--- src/hdl/psp_pkg.sv ---
// Shared constants, confidence codes and control structs for the page stride prefetcher.
// Used by psp_ctrl, psp_datapath and page_stride_prefetcher_unit; depends on nothing.
package psp_pkg;

    localparam int ADDR_W = 64;

    localparam int TABLE_ENTRIES_DEF = 1024;
    localparam int DEGREE_DEF        = 5;
    localparam int PAGE_SHIFT_DEF    = 12;

    localparam int CONF_W = 2;
    localparam logic [CONF_W-1:0] CONF_INITIAL   = 2'd0;
    localparam logic [CONF_W-1:0] CONF_TRANSIENT = 2'd1;
    localparam logic [CONF_W-1:0] CONF_STEADY    = 2'd2;

    // Commands from the controller to the datapath.
    typedef struct packed {
        logic clr_step;   // write one zero entry during the clearing pass
        logic capture;    // latch the request and start the table read
        logic update;     // write the trained entry back
        logic out_first;  // load the first prefetch page
        logic out_next;   // advance the prefetch page by one stride
    } t_dp_cmd;

    // Status from the datapath to the controller.
    typedef struct packed {
        logic clr_last;   // clearing pass is at the last entry
        logic ignore;     // request is a hit or training is off
        logic emit;       // looked-up entry fires a prefetch run
    } t_dp_status;

endpackage

--- src/hdl/psp_ctrl.sv ---
// Controller of the page stride prefetcher: clearing pass, request handshake,
// table update sequencing and prefetch run counting. Depends on psp_pkg.
module psp_ctrl #(
    parameter int DEGREE = psp_pkg::DEGREE_DEF
) (
    input  logic                i_clk,
    input  logic                i_rst_n,
    input  logic                i_s_axis_tvalid,
    output logic                o_s_axis_tready,
    output logic                o_m_axis_tvalid,
    input  logic                i_m_axis_tready,
    output logic                o_m_axis_tlast,
    input  psp_pkg::t_dp_status i_status,
    output psp_pkg::t_dp_cmd    o_cmd
);

    localparam int CNT_W = $clog2(DEGREE + 1);

    localparam logic [1:0] ST_CLEAR = 2'd0;
    localparam logic [1:0] ST_IDLE  = 2'd1;
    localparam logic [1:0] ST_UPD   = 2'd2;
    localparam logic [1:0] ST_EMIT  = 2'd3;

    logic [1:0]       r_state;
    logic [1:0]       n_state;
    logic [CNT_W-1:0] r_cnt;
    logic [CNT_W-1:0] n_cnt;
    logic             r_out_valid;
    logic             n_out_valid;
    logic             r_last;
    logic             n_last;
    logic             in_acc;
    logic             out_acc;

    assign o_s_axis_tready = (r_state == ST_IDLE);
    assign in_acc          = i_s_axis_tvalid && o_s_axis_tready;
    assign out_acc         = r_out_valid && i_m_axis_tready;

    always_comb begin
        n_state     = r_state;
        n_cnt       = r_cnt;
        n_out_valid = r_out_valid;
        n_last      = r_last;
        o_cmd       = '0;
        unique case (r_state)
            ST_CLEAR: begin
                o_cmd.clr_step = 1'b1;
                if (i_status.clr_last) begin
                    n_state = ST_IDLE;
                end
            end
            ST_IDLE: begin
                if (in_acc && !i_status.ignore) begin
                    o_cmd.capture = 1'b1;
                    n_state       = ST_UPD;
                end
            end
            ST_UPD: begin
                o_cmd.update = 1'b1;
                if (i_status.emit) begin
                    o_cmd.out_first = 1'b1;
                    n_out_valid     = 1'b1;
                    n_cnt           = CNT_W'(1);
                    n_last          = (DEGREE == 1);
                    n_state         = ST_EMIT;
                end else begin
                    n_state = ST_IDLE;
                end
            end
            default: begin
                if (out_acc) begin
                    if (r_cnt == CNT_W'(DEGREE)) begin
                        n_out_valid = 1'b0;
                        n_last      = 1'b0;
                        n_state     = ST_IDLE;
                    end else begin
                        o_cmd.out_next = 1'b1;
                        n_cnt          = r_cnt + 1'b1;
                        n_last         = (r_cnt + 1'b1 == CNT_W'(DEGREE));
                    end
                end
            end
        endcase
    end

    always_ff @(posedge i_clk) begin
        if (!i_rst_n) begin
            r_state     <= ST_CLEAR;
            r_cnt       <= '0;
            r_out_valid <= 1'b0;
            r_last      <= 1'b0;
        end else begin
            r_state     <= n_state;
            r_cnt       <= n_cnt;
            r_out_valid <= n_out_valid;
            r_last      <= n_last;
        end
    end

    assign o_m_axis_tvalid = r_out_valid;
    assign o_m_axis_tlast  = r_last;

    a_valid_only_emit: assert property (@(posedge i_clk) disable iff (!i_rst_n)
        r_out_valid |-> (r_state == ST_EMIT))
        else $error("prefetch shown outside the emit state");

    a_last_at_degree: assert property (@(posedge i_clk) disable iff (!i_rst_n)
        r_last |-> (r_cnt == CNT_W'(DEGREE)))
        else $error("last flag before the final prefetch of the run");

    a_update_after_accept: assert property (@(posedge i_clk) disable iff (!i_rst_n)
        (r_state == ST_UPD) |-> $past(in_acc))
        else $error("table update without an accepted request");

endmodule
--- config.mk ---
export PLATFORM = sky130hd
export DESIGN_NAME = psp_ctrl
export DESIGN_NICKNAME = d
export VERILOG_FILES = /design/src/hdl/psp_pkg.sv /design/src/hdl/psp_ctrl.sv
export SDC_FILE = /design/constraint.sdc
export NUM_CORES = 1
export LEC_CHECK = 0
export ABC_CLOCK_PERIOD_IN_PS = 2900
export BUFFER_PORTS_ARGS = -buffer_cell sky130_fd_sc_hd__buf_2
export CORE_AREA = 2 2 39 41
export DETAILED_ROUTE_END_ITERATION = 8
export DIE_AREA = 0 0 41 43
export GPL_ROUTABILITY_DRIVEN = 0
export PLACE_DENSITY = 0.7
export SYNTH_ARGS = -nofsm -noshare
export SYNTH_HDL_FRONTEND = slang
export SYNTH_SLANG_ARGS = --single-unit
--- constraint.sdc ---
create_clock -name i_clk -period 2.9 [get_ports i_clk]
set_input_delay 0.58 -clock i_clk [delete_from_list [all_inputs] [get_ports i_clk]]
set_output_delay 0.58 -clock i_clk [all_outputs]
set_load 0.05 [all_outputs]
# Yosys cells after proc, flatten, opt, wreduce, memory -nomap -nowiden
# Cells that the tools add are included.
[totals]
reg_bits = 7
in_bits = 7
out_inout_bits = 8
wordCells = 55
[classes]
addsub = 1
n_eq_ne = 8
mux = 26
bitwise_logic = 1
n_reduce_logical = 15
[op_table]
columns = ["operator", "count"]
rows = [
  ["1-bit 2-to-1 mux", 13],
  ["2-bit 2-to-1 mux", 6],
  ["4-bit AND reduction", 3],
  ["3-bit 2-to-1 mux", 3],
  ["4-bit nonzero test", 2],
  ["3-bit equality test (second input constant)", 2],
  ["2-bit case mux with 3 select lines", 1],
  ["3-bit case mux with 2 select lines", 1],
  ["2-bit by 1-bit != test with 1-bit output (second input constant)", 2],
  ["2-bit != test (second input constant)", 2],
  ["1-bit case mux with 2 select lines", 2],
  ["2-bit nonzero test", 2],
  ["3-bit by 1-bit adder with 3-bit output (second input constant)", 1],
  ["1-bit logical AND", 3],
  ["3-bit AND reduction", 1],
  ["3-bit OR reduction", 1],
  ["2-bit by 1-bit equality test with 1-bit output (second input constant)", 1],
  ["2-bit equality test (second input constant)", 1],
  ["2-bit zero test", 1],
  ["2-bit OR reduction", 1],
  ["1-bit zero test", 1],
  ["1-bit NOT", 1],
]

# Logic depth before layout (Yosys ltp)
[logic_depth]
ltp_word = 5
ltp_mapped = 6
ltp_nobuf = 6

# Least setup slack after synthesis
# OpenSTA, ideal clock, no wires.
[synth_path]
path_type = "flip-flop to output port"
startpoint = "register r_state[1]"
endpoint = "output port o_cmd[3] (netlist bit)"
arrival_ps = 1729
t_required_ps = 2320
path_slack_ps = 591
stages_incl_launch_ff = 5
path_buffers = 0
path_cell_list = "dfxtp_1 -> inv_1 -> ha_1 -> inv_1 -> nor2_1"
[synth_rtl]
columns = ["item", "line", "text"]
rows = [
  ["start: declaration", "psp_ctrl.sv:24", "logic [1:0] r_state;"],
  ["start signal: assignment", "psp_ctrl.sv:93", "r_state <= n_state;"],
  ["end: declaration", "psp_ctrl.sv:14", "output psp_pkg::t_dp_cmd o_cmd"],
]

==> impl_results.md <==
* Fillers at 147
* Worst R2R Path Depth at 6
* Least-Margin Pin Slew at 0.531 ns
* # hold bufs at CTS at 0
* Post-Synthesis Cells at 63
* Half-perimeter wire length after placement at 847 um
* Setup-failing EPs final at 0
* Mapped Nets at 78
* Peak VDD IR at roughly 390 uV
* Count leader, synth: inv_1
* Largest net degree at the start of global routing at 9
* TritonRoute pass-1 iters at 4
* Worst hold slack at ~0.47 ns
* Drc violations at 0
* Clock buffer depth at 2
* Core region area at 1380 um2
* Routed vias/inst at 5.24
* Synth warn at 0
* Placement Rows at 14
* Vias in the first global route at 436
* Startpoint Class: flip-flop
* Period utilization at 0.791
* Pleak at 0.293 nW
* Final instance area at between 600 and 700 um2
* Global-route wire length before repair at ~1.8 mm
* GRT Overall Usage at 0.158
* Total die area at 1760 um2
* Antenna Cells at 0
* CTS buffer count at 3
* Io pins at 15
* Hold Vio Cnt, Final at 0
* RSZ-0062 raised after global routing: false
* Area delta synth->final at 21.3%
* Slew headroom at 0.646
* Share of cells above drive strength 1 at 0.225
* Starting density of the core at 0.370
* Post_cts resized at 0
* Post-synth top cells: inv_1, ha_1, dfxtp_1
* Clk slew on worst S/H paths at 0.05 ns
* Port bufs at 14
* Setup_tns at 0 ns
* TritonCTS Sinks at 7
* Fmax at 436 MHz
* Worst hold path depth at 2
* Placement Cell Area at slightly below 600 um2
* Status: finished clean
* H-tree depth at 1
* Syn Area/Cell at 8.12 um2
* Number of synthesized register bits at 7
* CTS tree: yes
* Average wire per standard cell at 10.9 um
* Vias at 503
* Worst min-delay path class: flip-flop to flip-flop
* Root buf cell: clkbuf_4
* Synth Cell Area at 512 um2
* Crit path DAT at 1.71 ns
* Post-CTS setup buffers at 0
* Final Max Slew Viols at 0
* Crit Path Max Fanout at 6
* FF/Latch Area at 140 um2
* Die H at 43 um
* Antenna Nets Post-Route at 0
* Initial antenna violation count at 0
* Top cells by area, synth: dfxtp_1, ha_1, inv_1
* Final WL at 1.05 mm
* Worst Setup End Kind: primary output
* Crit path kind: flip-flop to primary output
* Final layout net count at 96
* Width of the die at approximately 41 um
* Final worst path period need at 2.29 ns
* Area of the multi-input gates at between 300 and 400 um2
* Top cell type's share of synthesized area at 0.274
* Clock Latency Late Sink at 0.25 ns
* PwrDens at between 700 and 800 nW/um2
* Count of different cell masters after synthesis at 25
* Max-cap violations at 0
* Cell taking the most area after synthesis: dfxtp_1
* Seq/Total Area, Yosys at 0.274
* Clock Skew at 0.000796 ns
* DRT iter0 DRCs at 8
* Top_reg_cell synth: dfxtp_1
* Grt ovf at 0
* CP Data Required Time at 2.32 ns
* EDFF count, synth at 0
* Async SR Flop Fraction at 0
layout make-up:
type                    count  area share
repair buffers             14       0.113
well taps                  16      0.0323
flip-flops and latches      7       0.226
inverters                   9      0.0544
clock buffers               4      0.0423
multi-input cells          46       0.532
cell families (layout without fill, tap and decap cells):
kind of cell,after synthesis,after routing,share of synthesized area
AND/OR/NAND/NOR,22,22,0.215
AO/OA/AOI/OAI,14,14,0.193
buffers and inverters,10,27,0.0807
adder cells (fa/ha/maj),8,8,0.196
flip-flops,7,7,0.274
multiplexers,2,2,0.0416
worst max-delay path, stage by stage, from the launching register on:
cell and delay (ns):
dfxtp_1 0.35, inv_1 0.08, ha_1 0.24, a21oi_1 0.36, and2_1 0.18, buf_2 0.25
power by group:
group          leakage (nW)  switching [mW]  internal (mW)  total [mW]
logic                 0.222           0.164         0.0644       0.229
registers            0.0567          0.0127          0.108       0.120
clock network        0.0150          0.0377         0.0526      0.0903
metal layers:
metal,vias to the layer above,track usage,share of wire
met3,4,0.0942,0.059
met2,13,0.219,0.50
met4,0,0.0800,0.018
li1,259,-,-
met1,227,0.184,0.42
met5,-,0,0
flip-flops by register name (all words and copies together) (netlist names):
signal	count
r_cnt	3
r_state	2
o_m_axis_tlast	1
o_m_axis_tvalid	1
layout by cell type, fill, tap and decap left out, types with 2 or more instances in the layout:
cell and count:
o21ai_0 2, buf_2 14, ha_1 8, and2_1 2, a21oi_1 3, nand2_1 4
nand4_1 5, inv_1 9, nor2_1 6, a31oi_1 2, clkbuf_4 3, dfxtp_1 7
worst paths after layout:
path	startpoint	end	slack [ns]
max	r_cnt[1]	o_cmd[0]	0.61
min	o_m_axis_tlast	o_m_axis_tlast	0.47
max reg2reg	r_state[1]	r_cnt[0]	1.15
min reg2reg	o_m_axis_tlast	o_m_axis_tlast	0.47
through the flow:
stage               instances  total power [mW]  worst slack (ns)  utilization
global route               96             0.476             0.429        0.448
detailed placement         92             0.353             0.807        0.429
floorplan                  63             0.308             0.591            -
finish                     96             0.439             0.608        0.448
CTS                        96             0.446             0.603        0.448
global placement           92             0.351             0.813        0.429
(Power assumes the default switching activity.)
